File: src/rtl/ssd_pkg.sv
`timescale 1ns / 1ps

package ssd_pkg;

   // Configuration register indexes.
   localparam logic CSR_PHASE_TICKS = 1'b0;
   localparam logic CSR_ACK_LIMIT   = 1'b1;

   localparam int CSR_WIDTH = 10;

   // Frame command bytes.
   localparam logic [7:0] CMD_DATA    = 8'h40;
   localparam logic [7:0] CMD_ADDRESS = 8'hC0;
   localparam logic [7:0] CMD_DISPLAY = 8'h88;
   localparam logic [2:0] BRIGHT_DEFAULT = 3'd3;

   localparam logic [9:0] PHASE_TICKS_RESET = 10'd3;
   localparam logic [7:0] ACK_LIMIT_RESET   = 8'd250;

   localparam int NUM_SEGS = 22;

   // Segment patterns: 0-9, A b c d E F H L n P U, blank.
   localparam logic [7:0] SEG_TABLE [NUM_SEGS] = '{
      8'h3F, 8'h06, 8'h5B, 8'h4F, 8'h66, 8'h6D, 8'h7D, 8'h07, 8'h7F, 8'h6F, 8'h77,
      8'h7C, 8'h58, 8'h5E, 8'h79, 8'h71, 8'h76, 8'h38, 8'h54, 8'h73, 8'h3E, 8'h00
   };

   // One request as it travels from the input register to the sequencer.
   typedef struct packed {
      logic       req_type;
      logic [4:0] digit_zero;
      logic [4:0] digit_one;
      logic [4:0] digit_two;
      logic [4:0] digit_three;
      logic       colon_on;
      logic [7:0] brightness;
      logic       dio_sample;
   } req_type_t_type;

   // Codes above the table show blank.
   function automatic logic [7:0] seg_of(input logic [4:0] code);
      logic [7:0] seg;
      seg = 8'h00;
      if (code < 5'(NUM_SEGS)) begin
         seg = SEG_TABLE[code];
      end
      return seg;
   endfunction

endpackage

File: src/rtl/ssd_req_stage.sv
`timescale 1ns / 1ps

module ssd_req_stage (
   input  logic                          clock,
   input  logic                          reset,
   input  logic                          up_valid,
   output logic                          up_ready,
   input  ssd_pkg::req_type_t_type       up_req,
   output logic                          dn_valid,
   input  logic                          dn_ready,
   output ssd_pkg::req_type_t_type       dn_req
);

   logic                    valid_ff;
   ssd_pkg::req_type_t_type req_ff;

   // The register takes a new request whenever it is empty or being drained.
   assign up_ready = !valid_ff || dn_ready;
   assign dn_valid = valid_ff;
   assign dn_req   = req_ff;

   always_ff @(posedge clock) begin
      if (reset) begin
         valid_ff <= 1'b0;
      end else if (up_ready) begin
         valid_ff <= up_valid;
      end
   end

   always_ff @(posedge clock) begin
      if (up_ready && up_valid) begin
         req_ff <= up_req;
      end
   end

endmodule

File: src/rtl/ssd_sequencer.sv
`timescale 1ns / 1ps

module ssd_sequencer (
   input  logic                          clock,
   input  logic                          reset,
   input  logic                          csr_write,
   input  logic                          csr_index,
   input  logic [ssd_pkg::CSR_WIDTH-1:0] csr_wdata,
   input  logic                          in_valid,
   output logic                          in_ready,
   input  ssd_pkg::req_type_t_type       in_req,
   output logic                          rsp_valid,
   input  logic                          rsp_ready,
   output logic                          rsp_clk_level,
   output logic                          rsp_dio_level,
   output logic                          rsp_dio_drive,
   output logic                          rsp_busy_res,
   output logic                          rsp_update_done
);

   typedef enum logic [3:0] {
      PH_IDLE, PH_START_A, PH_START_B, PH_BIT_LOW, PH_BIT_HIGH, PH_ACK_LOW,
      PH_ACK_WAIT, PH_ACK_HIGH, PH_STOP_A, PH_STOP_B, PH_STOP_C, PH_STOP_D
   } phase_type;

   localparam logic [2:0] LAST_BYTE = 3'd6;

   // Configuration.
   logic [9:0] phase_ticks_ff;
   logic [7:0] ack_limit_ff;

   // Sequencer state.
   logic [7:0] frame_bytes_ff [5];
   phase_type  phase_ff, phase_in;
   logic [2:0] byte_idx_ff, byte_idx_in;
   logic [3:0] bit_idx_ff, bit_idx_in;
   logic [9:0] phase_cnt_ff, phase_cnt_in;
   logic [7:0] ack_cnt_ff, ack_cnt_in;
   logic [7:0] shift_ff, shift_in;
   logic       active_ff, active_in;

   // Result register.
   logic rsp_valid_ff;
   logic clk_ff, dio_ff, drive_ff, busy_ff, done_ff;
   logic clk_in, dio_in, drive_in, done_in;

   logic       take;
   logic       latch;
   logic       tick;
   logic       adv;
   logic [9:0] phase_cnt_inc;
   logic [2:0] byte_next;
   logic [7:0] byte_load;
   logic [2:0] bright;

   assign in_ready = !rsp_valid_ff || rsp_ready;
   assign take     = in_valid && in_ready;
   assign latch    = take && in_req.req_type && !active_ff;
   assign tick     = take && !in_req.req_type;
   assign phase_cnt_inc = phase_cnt_ff + 10'd1;
   assign bright   = (in_req.brightness > 8'd7) ? ssd_pkg::BRIGHT_DEFAULT
                                                 : in_req.brightness[2:0];

   // Byte that follows the current one in the sequence.
   assign byte_next = byte_idx_ff + 3'd1;
   always_comb begin
      case (byte_next)
         3'd0:    byte_load = ssd_pkg::CMD_DATA;
         3'd1:    byte_load = ssd_pkg::CMD_ADDRESS;
         3'd2:    byte_load = frame_bytes_ff[0];
         3'd3:    byte_load = frame_bytes_ff[1];
         3'd4:    byte_load = frame_bytes_ff[2];
         3'd5:    byte_load = frame_bytes_ff[3];
         default: byte_load = frame_bytes_ff[4];
      endcase
   end

   // Decide whether the current phase ends on this tick.
   always_comb begin
      adv        = 1'b0;
      ack_cnt_in = ack_cnt_ff;
      phase_cnt_in = phase_cnt_ff;
      if (tick && active_ff) begin
         if (phase_ff == PH_ACK_WAIT) begin
            if (!in_req.dio_sample || ack_cnt_ff >= ack_limit_ff) begin
               adv = 1'b1;
            end else begin
               ack_cnt_in = ack_cnt_ff + 8'd1;
            end
         end else begin
            phase_cnt_in = phase_cnt_inc;
            adv = phase_cnt_inc >= phase_ticks_ff;
         end
      end
      if (latch) begin
         ack_cnt_in   = 8'd0;
         phase_cnt_in = 10'd0;
      end else if (adv) begin
         phase_cnt_in = 10'd0;
         if (phase_ff == PH_ACK_LOW) begin
            ack_cnt_in = 8'd0;
         end
      end
   end

   // Phase transitions.
   always_comb begin
      phase_in    = phase_ff;
      byte_idx_in = byte_idx_ff;
      bit_idx_in  = bit_idx_ff;
      shift_in    = shift_ff;
      active_in   = active_ff;
      done_in     = 1'b0;
      if (latch) begin
         phase_in    = PH_START_A;
         byte_idx_in = 3'd0;
         bit_idx_in  = 4'd0;
         shift_in    = ssd_pkg::CMD_DATA;
         active_in   = 1'b1;
      end else if (adv) begin
         case (phase_ff)
            PH_START_A: phase_in = PH_START_B;
            PH_START_B: phase_in = PH_BIT_LOW;
            PH_BIT_LOW: phase_in = PH_BIT_HIGH;
            PH_BIT_HIGH: begin
               shift_in   = {1'b0, shift_ff[7:1]};
               bit_idx_in = bit_idx_ff + 4'd1;
               phase_in   = (bit_idx_in >= 4'd8) ? PH_ACK_LOW : PH_BIT_LOW;
            end
            PH_ACK_LOW:  phase_in = PH_ACK_WAIT;
            PH_ACK_WAIT: phase_in = PH_ACK_HIGH;
            PH_ACK_HIGH: begin
               if (byte_idx_ff == 3'd0 || byte_idx_ff >= 3'd5) begin
                  phase_in = PH_STOP_A;
               end else begin
                  byte_idx_in = byte_next;
                  shift_in    = byte_load;
                  bit_idx_in  = 4'd0;
                  phase_in    = PH_BIT_LOW;
               end
            end
            PH_STOP_A: phase_in = PH_STOP_B;
            PH_STOP_B: phase_in = PH_STOP_C;
            PH_STOP_C: phase_in = PH_STOP_D;
            PH_STOP_D: begin
               if (byte_idx_ff >= LAST_BYTE) begin
                  phase_in  = PH_IDLE;
                  active_in = 1'b0;
                  done_in   = 1'b1;
               end else begin
                  byte_idx_in = byte_next;
                  shift_in    = byte_load;
                  bit_idx_in  = 4'd0;
                  phase_in    = PH_START_A;
               end
            end
            default: begin
               phase_in  = PH_IDLE;
               active_in = 1'b0;
            end
         endcase
      end
   end

   // Wire levels that follow from the phase reached.
   always_comb begin
      clk_in   = 1'b1;
      dio_in   = 1'b1;
      drive_in = 1'b1;
      case (phase_in)
         PH_START_B:  dio_in = 1'b0;
         PH_BIT_LOW: begin
            clk_in = 1'b0;
            dio_in = shift_in[0];
         end
         PH_BIT_HIGH: dio_in = shift_in[0];
         PH_ACK_LOW, PH_ACK_WAIT, PH_STOP_A: begin
            clk_in   = 1'b0;
            dio_in   = 1'b0;
            drive_in = 1'b0;
         end
         PH_ACK_HIGH: begin
            dio_in   = 1'b0;
            drive_in = 1'b0;
         end
         PH_STOP_B: begin
            clk_in = 1'b0;
            dio_in = 1'b0;
         end
         PH_STOP_C: dio_in = 1'b0;
         default: ;
      endcase
   end

   // Configuration writes.
   always_ff @(posedge clock) begin
      if (reset) begin
         phase_ticks_ff <= ssd_pkg::PHASE_TICKS_RESET;
         ack_limit_ff   <= ssd_pkg::ACK_LIMIT_RESET;
      end else if (csr_write) begin
         case (csr_index)
            ssd_pkg::CSR_PHASE_TICKS: phase_ticks_ff <= csr_wdata;
            ssd_pkg::CSR_ACK_LIMIT:   ack_limit_ff   <= csr_wdata[7:0];
            default: ;
         endcase
      end
   end

   // Frame bytes latched on an update taken while the sequencer is idle.
   always_ff @(posedge clock) begin
      if (latch) begin
         frame_bytes_ff[0] <= ssd_pkg::seg_of(in_req.digit_zero);
         frame_bytes_ff[1] <= ssd_pkg::seg_of(in_req.digit_one) | {in_req.colon_on, 7'd0};
         frame_bytes_ff[2] <= ssd_pkg::seg_of(in_req.digit_two);
         frame_bytes_ff[3] <= ssd_pkg::seg_of(in_req.digit_three);
         frame_bytes_ff[4] <= ssd_pkg::CMD_DISPLAY | {5'd0, bright};
      end
   end

   // Sequencer state and result register.
   always_ff @(posedge clock) begin
      if (reset) begin
         phase_ff     <= PH_IDLE;
         byte_idx_ff  <= 3'd0;
         bit_idx_ff   <= 4'd0;
         phase_cnt_ff <= 10'd0;
         ack_cnt_ff   <= 8'd0;
         shift_ff     <= 8'd0;
         active_ff    <= 1'b0;
         rsp_valid_ff <= 1'b0;
      end else begin
         phase_ff     <= phase_in;
         byte_idx_ff  <= byte_idx_in;
         bit_idx_ff   <= bit_idx_in;
         phase_cnt_ff <= phase_cnt_in;
         ack_cnt_ff   <= ack_cnt_in;
         shift_ff     <= shift_in;
         active_ff    <= active_in;
         if (in_ready) begin
            rsp_valid_ff <= tick;
         end
      end
   end

   always_ff @(posedge clock) begin
      if (tick) begin
         clk_ff   <= clk_in;
         dio_ff   <= drive_in & dio_in;
         drive_ff <= drive_in;
         busy_ff  <= active_in;
         done_ff  <= done_in;
      end
   end

   assign rsp_valid       = rsp_valid_ff;
   assign rsp_clk_level   = clk_ff;
   assign rsp_dio_level   = dio_ff;
   assign rsp_dio_drive   = drive_ff;
   assign rsp_busy_res    = busy_ff;
   assign rsp_update_done = done_ff;

   // A finished update leaves the bus idle.
   assert property (@(posedge clock) disable iff (reset)
      rsp_valid_ff && done_ff |-> !busy_ff && clk_ff && dio_ff && drive_ff)
      else $error("update_done without idle bus");

   // While idle the lines stay high and driven.
   assert property (@(posedge clock) disable iff (reset)
      rsp_valid_ff && !busy_ff |-> clk_ff && dio_ff && drive_ff)
      else $error("idle result with bus not high");

   // The sequencer is active exactly when it is out of the idle phase.
   assert property (@(posedge clock) disable iff (reset)
      active_ff == (phase_ff != PH_IDLE))
      else $error("active flag and phase disagree");

   // An update request never produces a result.
   assert property (@(posedge clock) disable iff (reset)
      take && in_req.req_type |=> !rsp_valid_ff)
      else $error("result after update request");

endmodule

File: src/rtl/seven_segment_two_wire_display_driver.sv
`timescale 1ns / 1ps

// Channel   Ports                              Moves
// req       req_valid / req_ready, fields      one request: a tick or an update
// rsp       rsp_valid / rsp_ready, fields      wire levels after one tick
// csr       csr_write, csr_index, csr_wdata    phase length, acknowledge limit
//
// One request per cycle is taken while the result is not stalled; a tick's result passes
// through the input register, then a sequencer step into the result register.
// Update requests update the frame state only while the sequencer is idle; none gives a result.
// Reset is synchronous and returns the sequencer to idle; the next tick shows both lines high.
// A stalled result holds back the sequencer; the input register still fills.

module seven_segment_two_wire_display_driver (
   input  logic                          clock,
   input  logic                          reset,
   input  logic                          csr_write,
   input  logic                          csr_index,
   input  logic [ssd_pkg::CSR_WIDTH-1:0] csr_wdata,
   input  logic                          req_valid,
   output logic                          req_ready,
   input  logic                          req_type,
   input  logic [4:0]                    req_digit_zero,
   input  logic [4:0]                    req_digit_one,
   input  logic [4:0]                    req_digit_two,
   input  logic [4:0]                    req_digit_three,
   input  logic                          req_colon_on,
   input  logic [7:0]                    req_brightness,
   input  logic                          req_dio_sample,
   output logic                          rsp_valid,
   input  logic                          rsp_ready,
   output logic                          rsp_clk_level,
   output logic                          rsp_dio_level,
   output logic                          rsp_dio_drive,
   output logic                          rsp_busy_res,
   output logic                          rsp_update_done
);

   ssd_pkg::req_type_t_type up_req;
   ssd_pkg::req_type_t_type stage_req;
   logic                    stage_valid;
   logic                    stage_ready;

   // Gather the request fields.
   always_comb begin
      up_req.req_type    = req_type;
      up_req.digit_zero  = req_digit_zero;
      up_req.digit_one   = req_digit_one;
      up_req.digit_two   = req_digit_two;
      up_req.digit_three = req_digit_three;
      up_req.colon_on    = req_colon_on;
      up_req.brightness  = req_brightness;
      up_req.dio_sample  = req_dio_sample;
   end

   ssd_req_stage u_req_stage (
      .clock    (clock),
      .reset    (reset),
      .up_valid (req_valid),
      .up_ready (req_ready),
      .up_req   (up_req),
      .dn_valid (stage_valid),
      .dn_ready (stage_ready),
      .dn_req   (stage_req)
   );

   ssd_sequencer u_sequencer (
      .clock           (clock),
      .reset           (reset),
      .csr_write       (csr_write),
      .csr_index       (csr_index),
      .csr_wdata       (csr_wdata),
      .in_valid        (stage_valid),
      .in_ready        (stage_ready),
      .in_req          (stage_req),
      .rsp_valid       (rsp_valid),
      .rsp_ready       (rsp_ready),
      .rsp_clk_level   (rsp_clk_level),
      .rsp_dio_level   (rsp_dio_level),
      .rsp_dio_drive   (rsp_dio_drive),
      .rsp_busy_res    (rsp_busy_res),
      .rsp_update_done (rsp_update_done)
   );

endmodule
File: config.mk
export PLATFORM = sky130hd
export DESIGN_NAME = seven_segment_two_wire_display_driver
export DESIGN_NICKNAME = d
export VERILOG_FILES = /design/src/rtl/ssd_pkg.sv /design/src/rtl/ssd_req_stage.sv /design/src/rtl/ssd_sequencer.sv /design/src/rtl/seven_segment_two_wire_display_driver.sv
export SDC_FILE = /design/constraint.sdc
export NUM_CORES = 1
export LEC_CHECK = 0
export ABC_CLOCK_PERIOD_IN_PS = 5200
export BUFFER_PORTS_ARGS = -buffer_cell sky130_fd_sc_hd__buf_4
export CORE_AREA = 2 2 97 193
export CTS_CLUSTER_SIZE = 24
export DETAILED_ROUTE_END_ITERATION = 16
export DIE_AREA = 0 0 99 195
export GPL_ROUTABILITY_DRIVEN = 0
export GPL_TIMING_DRIVEN = 1
export HOLD_SLACK_MARGIN = 0.02
export SYNTH_ARGS = -nofsm -noshare
export SYNTH_HDL_FRONTEND = slang
export SYNTH_HIERARCHICAL = 1
export SYNTH_SLANG_ARGS = --single-unit
File: constraint.sdc
create_clock -name clock -period 5.2 [get_ports clock]
set_input_delay 0.26 -clock clock [delete_from_list [all_inputs] [get_ports clock]]
set_output_delay 0.26 -clock clock [all_outputs]
set_load 0.05 [all_outputs]
==> flow_metrics.env, run 1 <==
export IMPL_status="completed"
export IMPL_wl_per_cell_um=14.9
export IMPL_fp_dieArea_um2=19300
export IMPL_dpl_hpwl_um=11100
export IMPL_cp_start_kind="flop"
export IMPL_setup_tns_ns=0
export IMPL_clk_latency_ns=0.42
export IMPL_ys_ff_latch=126
export IMPL_synthCells=714
export IMPL_cts_max_path_buffers=2
export IMPL_cts_tree="yes"
export IMPL_synth_common_cells="nor2_1, edfxtp_1, dfxtp_1"
export IMPL_end_kind="flop"
export IMPL_synth_avg_cell_area_um2=9.87
export IMPL_synthSimpleGateAreaFrac=0.160
export IMPL_p_leak_uw=0.00339
export IMPL_critPathKind="reg2reg"
export IMPL_whs_ns=0.0696
export IMPL_synth_fp_nets=818
export IMPL_fin_crit_sh=0.794
export IMPL_whs_path_depth=2
export IMPL_setup_viol=0
export IMPL_netlist_area_um2=7050
export IMPL_die_y_um=195
export IMPL_crit_fanout=14
export IMPL_fin_crit_ns=4.13
export IMPL_grt_pass1_wl_um=24600
export IMPL_synth_top_area_cell="edfxtp_1"
export IMPL_async_reset_ff_frac=0
export IMPL_die_w_um=99
export IMPL_areaGrowthSynthToFinish_pct=20.2
export IMPL_drc_errors=0
export IMPL_cts_max_level=4
export IMPL_crit_arrival_ns=4.29
export IMPL_finalHoldViolCount=0
export IMPL_max_slew_margin_rel=0.424
export IMPL_layout_nets=885
export IMPL_vias=5402
export IMPL_synth_area_mux_share=0.0339
export IMPL_synth_xor_area_share=0.0373
export IMPL_gr_total_overflow=0
export IMPL_pin_count=54
export IMPL_layout_drive_gt1_share=0.137
export IMPL_ys_types=74
export IMPL_initial_core_util=0.398
export IMPL_r2r_start="u_sequencer/phase_cnt_ff[0]$_SDFFE_PP0P_"
export IMPL_grt_total_usage=0.159
export IMPL_antennaDiodeCount=0
export IMPL_ant_nets=0
export IMPL_whs_endpoint="u_sequencer/phase_ticks_ff[1]$_SDFFE_PP1P_"
export IMPL_cp_required_ns=5.36
export IMPL_yosys_warnings=6
export IMPL_r2r_cells=14
export IMPL_powerDensity_nw_per_um2=296
export IMPL_grt_max_degree=33
export IMPL_grt_pass1_vias=5481
export IMPL_clkTransAtPathRegs_ns=0.06
export IMPL_num_fill_cells=1608
export IMPL_hold_start="csr_wdata[1]"
export IMPL_ctsRootBufferMaster="clkbuf_16"
export IMPL_dpl_instance_area_um2=7560
export IMPL_design_area_um2=8470
export IMPL_fp_row_count=69
export IMPL_dr_first_iter_drc_count=177
export IMPL_worst_slew_pin_slew_ns=0.857
export IMPL_hp_class="in2reg"
export IMPL_firstDrtPassIters=5
export IMPL_synth_area_top_cells="edfxtp_1, dfxtp_1, ha_1, nor2_1, nand2_1"
export IMPL_cts_buffers=17
export IMPL_ir_worst_vdd_uv=214
export IMPL_finalMaxSlewViolations=0
export IMPL_synth_enable_flop_cells=68
export IMPL_synthAdderAreaFrac=0.101
export IMPL_grt_antenna_before_repair=0
export IMPL_power_uw=2510
export IMPL_core_um2=17700
export IMPL_rsz0062_at_grt="no"
export IMPL_cts_sinks=126
export IMPL_io_buffers=53
export IMPL_reg2reg_to="u_sequencer/rsp_dio_level$_DFFE_PP_"
export IMPL_avgViaCountPerCell=5.36
export IMPL_r2r_slack_ns=1.07
export IMPL_skew_ns=0.00819
export IMPL_synth_compound_area_frac=0.162
export IMPL_fmax_ghz=0.242
export IMPL_synth_top_area_frac=0.290
export IMPL_final_util=0.479
export IMPL_synth_top_family_by_area="compound AO/OA/AOI/OAI gates"
export IMPL_synth_most_common_cell="nor2_1"
export IMPL_synthFlopType="edfxtp_1"
export IMPL_ys_seq_area_frac=0.455
export IMPL_routed_wl_um=15000
export IMPL_cap_violations=0
-- critical path, cell delays in order, from the launching register on --
cell,delay [ns]
dfxtp_1,0.39
ha_1,0.24
nand3_1,0.14
nor2_1,0.24
nand3_1,0.16
xnor2_1,0.16
ha_1,0.30
nand4_1,0.10
or3_1,0.41
a21oi_2,0.24
nand2_1,0.33
nor2_2,0.57
inv_2,0.15
a21oi_1,0.32
o211ai_2,0.12
-- cells in the final DEF, fill, tap and decap left out, types with 5 or more instances in the layout --
cell,count
o31ai_1,6
a221oi_1,17
a21oi_1,34
xor2_1,18
o22ai_1,17
buf_4,54
or3_1,7
nand2_1,57
nand2b_1,7
clkbuf_16,17
inv_1,52
a22oi_1,5
mux2i_1,10
mux4_2,5
o21ai_0,33
a211oi_1,5
nor2_1,70
ha_1,57
and3_1,13
nor2b_1,16
a211o_1,7
nor3_1,19
xnor2_1,12
dlygate4sd3_1,31
nand3_1,9
edfxtp_1,68
dfxtp_1,58
a2bb2oi_1,5
-- kinds of logic (layout without fill, tap and decap cells) --
logic type / after synthesis / count (layout)
muxes: 17 / 17
and+or+nand+nor: 228 / 228
DFF: 126 / 126
adders and majority gates: 57 / 57
AOI/OAI and AO/OA: 166 / 166
xor gates and xnor gates: 30 / 30
buffers and inverters: 90 / 170
-- registers in the layout (all words and copies together), names as in the netlist, 3 cells and up --
register,count
u_sequencer/phase_ticks_ff,10
u_sequencer/phase_cnt_ff,10
u_sequencer/shift_ff,8
u_sequencer/frame_bytes_ff,32
u_sequencer/ack_cnt_ff,8
u_sequencer/byte_idx_ff,3
u_req_stage/dn_req,31
u_sequencer/ack_limit_ff,8
u_sequencer/phase_ff,4
u_sequencer/bit_idx_ff,4
-- metal layers --
layer | wire [um] | global-route usage | up-vias
li1 | - | - | 2700
met1 | 5160 | 0.138 | 2543
met2 | 8990 | 0.324 | 132
met3 | 472 | 0.0340 | 27
met4 | 420 | 0.0766 | 0
met5 | 0 | 0 | -
-- power breakdown --
group / switching [uW] / internal (uW) / total, uW
sequential: 34.3 / 1090 / 1120
combinational: 98.7 / 101 / 199
clock: 433 / 752 / 1190
total: 566 / 1940 / 2510
-- final cells by class --
| class | instances | area (um2) | share of cell area |
|---|---|---|---|
| multi-input combinational | 498 | 3490 | 0.412 |
| sequential | 126 | 3200 | 0.378 |
| timing repair buffer | 85 | 716 | 0.0845 |
| clock buffer | 18 | 429 | 0.0507 |
| tap | 213 | 267 | 0.0315 |
| inverter | 53 | 199 | 0.0235 |
| clock inverter | 14 | 169 | 0.0199 |
-- through the flow --
stage               instances  setup slack, ns
detailed placement        944             1.08
CTS                      1007             1.05
global placement          944             1.22
finish                   1007             1.07
global route             1007            0.687
floorplan                 714             1.92
-- repair_timing --
| item | CTS | global route |
|---|---|---|
| setup endpoints to repair | 0 | 0 |
| hold buffers | 31 | 0 |
| buffers inserted | 0 | 0 |
| hold endpoints to repair | 31 | 0 |
| gates resized for setup | 0 | 0 |
-- worst max path at each step --
stage | startpoint | end | slack, ns
2_1_floorplan | u_sequencer/phase_cnt_ff[0]$_SDFFE_PP0P_ | u_sequencer/rsp_dio_level$_DFFE_PP_ | 1.92
3_3_place_gp | u_sequencer/phase_cnt_ff[0]$_SDFFE_PP0P_ | u_sequencer/rsp_dio_level$_DFFE_PP_ | 1.22
3_5_place_dp | u_sequencer/phase_cnt_ff[0]$_SDFFE_PP0P_ | u_sequencer/rsp_dio_level$_DFFE_PP_ | 1.08
4_1_cts | u_sequencer/phase_cnt_ff[0]$_SDFFE_PP0P_ | u_sequencer/rsp_dio_level$_DFFE_PP_ | 1.05
5_1_grt | u_sequencer/phase_cnt_ff[0]$_SDFFE_PP0P_ | u_sequencer/rsp_dio_level$_DFFE_PP_ | 0.69
6_report | u_sequencer/phase_cnt_ff[0]$_SDFFE_PP0P_ | u_sequencer/rsp_dio_level$_DFFE_PP_ | 1.07
No activity file was read; power rests on OpenSTA's default activity.
==> inputs of run 2 (changes only) <==
--- a/config.mk
+++ b/config.mk
@@ -5,7 +5,7 @@
 export SDC_FILE = /design/constraint.sdc
 export NUM_CORES = 1
 export LEC_CHECK = 0
-export ABC_CLOCK_PERIOD_IN_PS = 5200
+export ABC_CLOCK_PERIOD_IN_PS = 4000
 export BUFFER_PORTS_ARGS = -buffer_cell sky130_fd_sc_hd__buf_4
 export CORE_AREA = 2 2 97 193
 export CTS_CLUSTER_SIZE = 24
==> constraint.sdc (replaced) <==
create_clock -name clock -period 4 [get_ports clock]
set_input_delay 0.2 -clock clock [delete_from_list [all_inputs] [get_ports clock]]
set_output_delay 0.2 -clock clock [all_outputs]
set_load 0.05 [all_outputs]
==> run 2 against run 1 <==
Effect of this change: highest routed layer unchanged; cell count grew 0.60%; count of clock-buffer cells in the layout shrank 1; global-route usage grew 0.21 points; largest power group unchanged; sequential power grew 30%.
==> flow_metrics.env, run 2 (synthesis gave the netlist of run 1 again) <==
export IMPL_multi_input_area_um2=3490
export IMPL_ctsRootBufferMaster="clkbuf_16"
export IMPL_fp_dieArea_um2=19300
export IMPL_post_cts_buffers=0
export IMPL_initial_core_util=0.398
export IMPL_status="completed"
export IMPL_grt_pass1_wl_um=24900
export IMPL_ant_nets=0
export IMPL_gr_usage_met3=0.0311
export IMPL_cap_violations=0
export IMPL_cts_buffers=17
export IMPL_hp_class="in2reg"
export IMPL_wl_per_cell_um=15.0
export IMPL_dpl_hpwl_um=11300
export IMPL_areaGrowthSynthToFinish_pct=20.6
export IMPL_ctsResizeCount=0
export IMPL_vias=5380
export IMPL_antennaDiodeCount=0
export IMPL_clkTransAtPathRegs_ns=0.06
export IMPL_gr_total_overflow=0
export IMPL_cts_max_level=4
export IMPL_final_util=0.480
export IMPL_grt_pass1_vias=5451
export IMPL_max_slew_margin_rel=0.454
export IMPL_grt_max_degree=37
export IMPL_crit_arrival_ns=3.89
export IMPL_ff_latch_area_um2=3200
export IMPL_core_um2=17700
export IMPL_critPathKind="reg2reg"
export IMPL_layout_nets=891
export IMPL_largest_register_ffs=32
export IMPL_grt_use_met2=0.332
export IMPL_whs_path_depth=3
export IMPL_powerDensity_nw_per_um2=376
export IMPL_fin_crit_sh=0.934
export IMPL_cts_hold_buf=33
export IMPL_top_register="u_sequencer/frame_bytes_ff"
export IMPL_dr_first_iter_drc_count=192
export IMPL_grtUsageMet1=0.144
export IMPL_setup_viol=0
export IMPL_mostFrequentLayoutCells="nor2_1, edfxtp_1, buf_4, dfxtp_1"
export IMPL_end_kind="flop"
export IMPL_fin_crit_ns=3.74
export IMPL_crit_fanout=7
export IMPL_cp_required_ns=4.15
export IMPL_finalHoldViolCount=0
export IMPL_die_y_um=195
export IMPL_ir_worst_vdd_uv=242
export IMPL_r2r_cells=15
export IMPL_skew_ns=0.00790
export IMPL_fp_row_count=69
export IMPL_die_w_um=99
export IMPL_worst_slew_pin_slew_ns=0.813
export IMPL_drc_errors=0
export IMPL_setup_tns_ns=0
export IMPL_grt_total_usage=0.161
export IMPL_layout_drive_gt1_share=0.141
export IMPL_routed_wl_um=15200
export IMPL_finalMaxSlewViolations=0
export IMPL_grt_busiest_layer="met2"
export IMPL_cts_sinks=126
export IMPL_grt_antenna_before_repair=0
export IMPL_final_common_cell="nor2_1"
export IMPL_clk_latency_ns=0.42
export IMPL_fmax_ghz=0.268
export IMPL_firstDrtPassIters=5
export IMPL_num_fill_cells=1606
export IMPL_cts_tree="yes"
export IMPL_io_buffers=53
export IMPL_cts_max_path_buffers=2
export IMPL_p_leak_uw=0.00341
export IMPL_pin_count=54
export IMPL_cp_start_kind="flop"
export IMPL_rsz0062_at_grt="no"
export IMPL_avgViaCountPerCell=5.31
-- run 2: changes by cell type in the layout (fill, tap and decap cells not counted) --
cell / change
buf_4: +4
bufinv_16: -1
clkbuf_1: -1
clkinv_1: +1
clkinv_2: +1
dlygate4sd3_1: +2
-- run 2: critical path: stages (launching register included) --
cell and delay [ns]:
dfxtp_1 0.38, ha_1 0.22, nand3_1 0.15, nor2_1 0.24, nand3_1 0.16, xnor2_1 0.17
ha_1 0.31, nand4_1 0.12, or3_1 0.41, a21oi_2 0.25, nand2_1 0.19, buf_4 0.21
nor2_2 0.14, inv_2 0.08, a21oi_1 0.32, o211ai_2 0.13
-- run 2: final timing paths --
check | from | endpoint | slack [ns]
setup / recovery | u_sequencer/phase_cnt_ff[0]$_SDFFE_PP0P_ | u_sequencer/rsp_dio_level$_DFFE_PP_ | 0.26
hold / removal | csr_wdata[3] | u_sequencer/phase_ticks_ff[3]$_SDFFE_PP0P_ | 0.04
setup reg to reg | u_sequencer/phase_cnt_ff[0]$_SDFFE_PP0P_ | u_sequencer/rsp_dio_level$_DFFE_PP_ | 0.26
hold reg to reg | u_req_stage/dn_req[9]$_DFFE_PP_ | u_sequencer/frame_bytes_ff[0][15]$_DFFE_PP_ | 0.43
-- run 2: cell type report --
class / instances / area share
sequential: 126 / 0.377
tap: 213 / 0.0314
inverter: 53 / 0.0234
clock inverter: 15 / 0.0174
clock buffer: 17 / 0.0501
timing repair buffer: 91 / 0.0901
multi-input combinational: 498 / 0.411
-- run 2: per-layer routing --
metal | up-vias | wire length [um]
met3 | 26 | 363
li1 | 2718 | -
met1 | 2529 | 5290
met4 | 0 | 314
met5 | - | 0
met2 | 107 | 9210
-- run 2: per-stage QoR --
stage | instance area, um2 | setup WS [ns] | total power, uW | hold WS [ns] | instances
finish | 8490 | 0.262 | 3200 | 0.0387 | 1013
global route | 8490 | 0.0172 | 3340 | 0.0551 | 1013
CTS | 8490 | 0.282 | 3240 | 0.0203 | 1013
detailed placement | 7590 | 0.324 | 1730 | 0.379 | 948
global placement | 7590 | 0.420 | 1720 | 0.378 | 948
floorplan | 7050 | 0.718 | 1640 | 0.262 | 714
-- run 2: report_power, final --
group,switching [uW],internal (uW)
logic,129,133
registers,44.3,1420
clock network,563,911
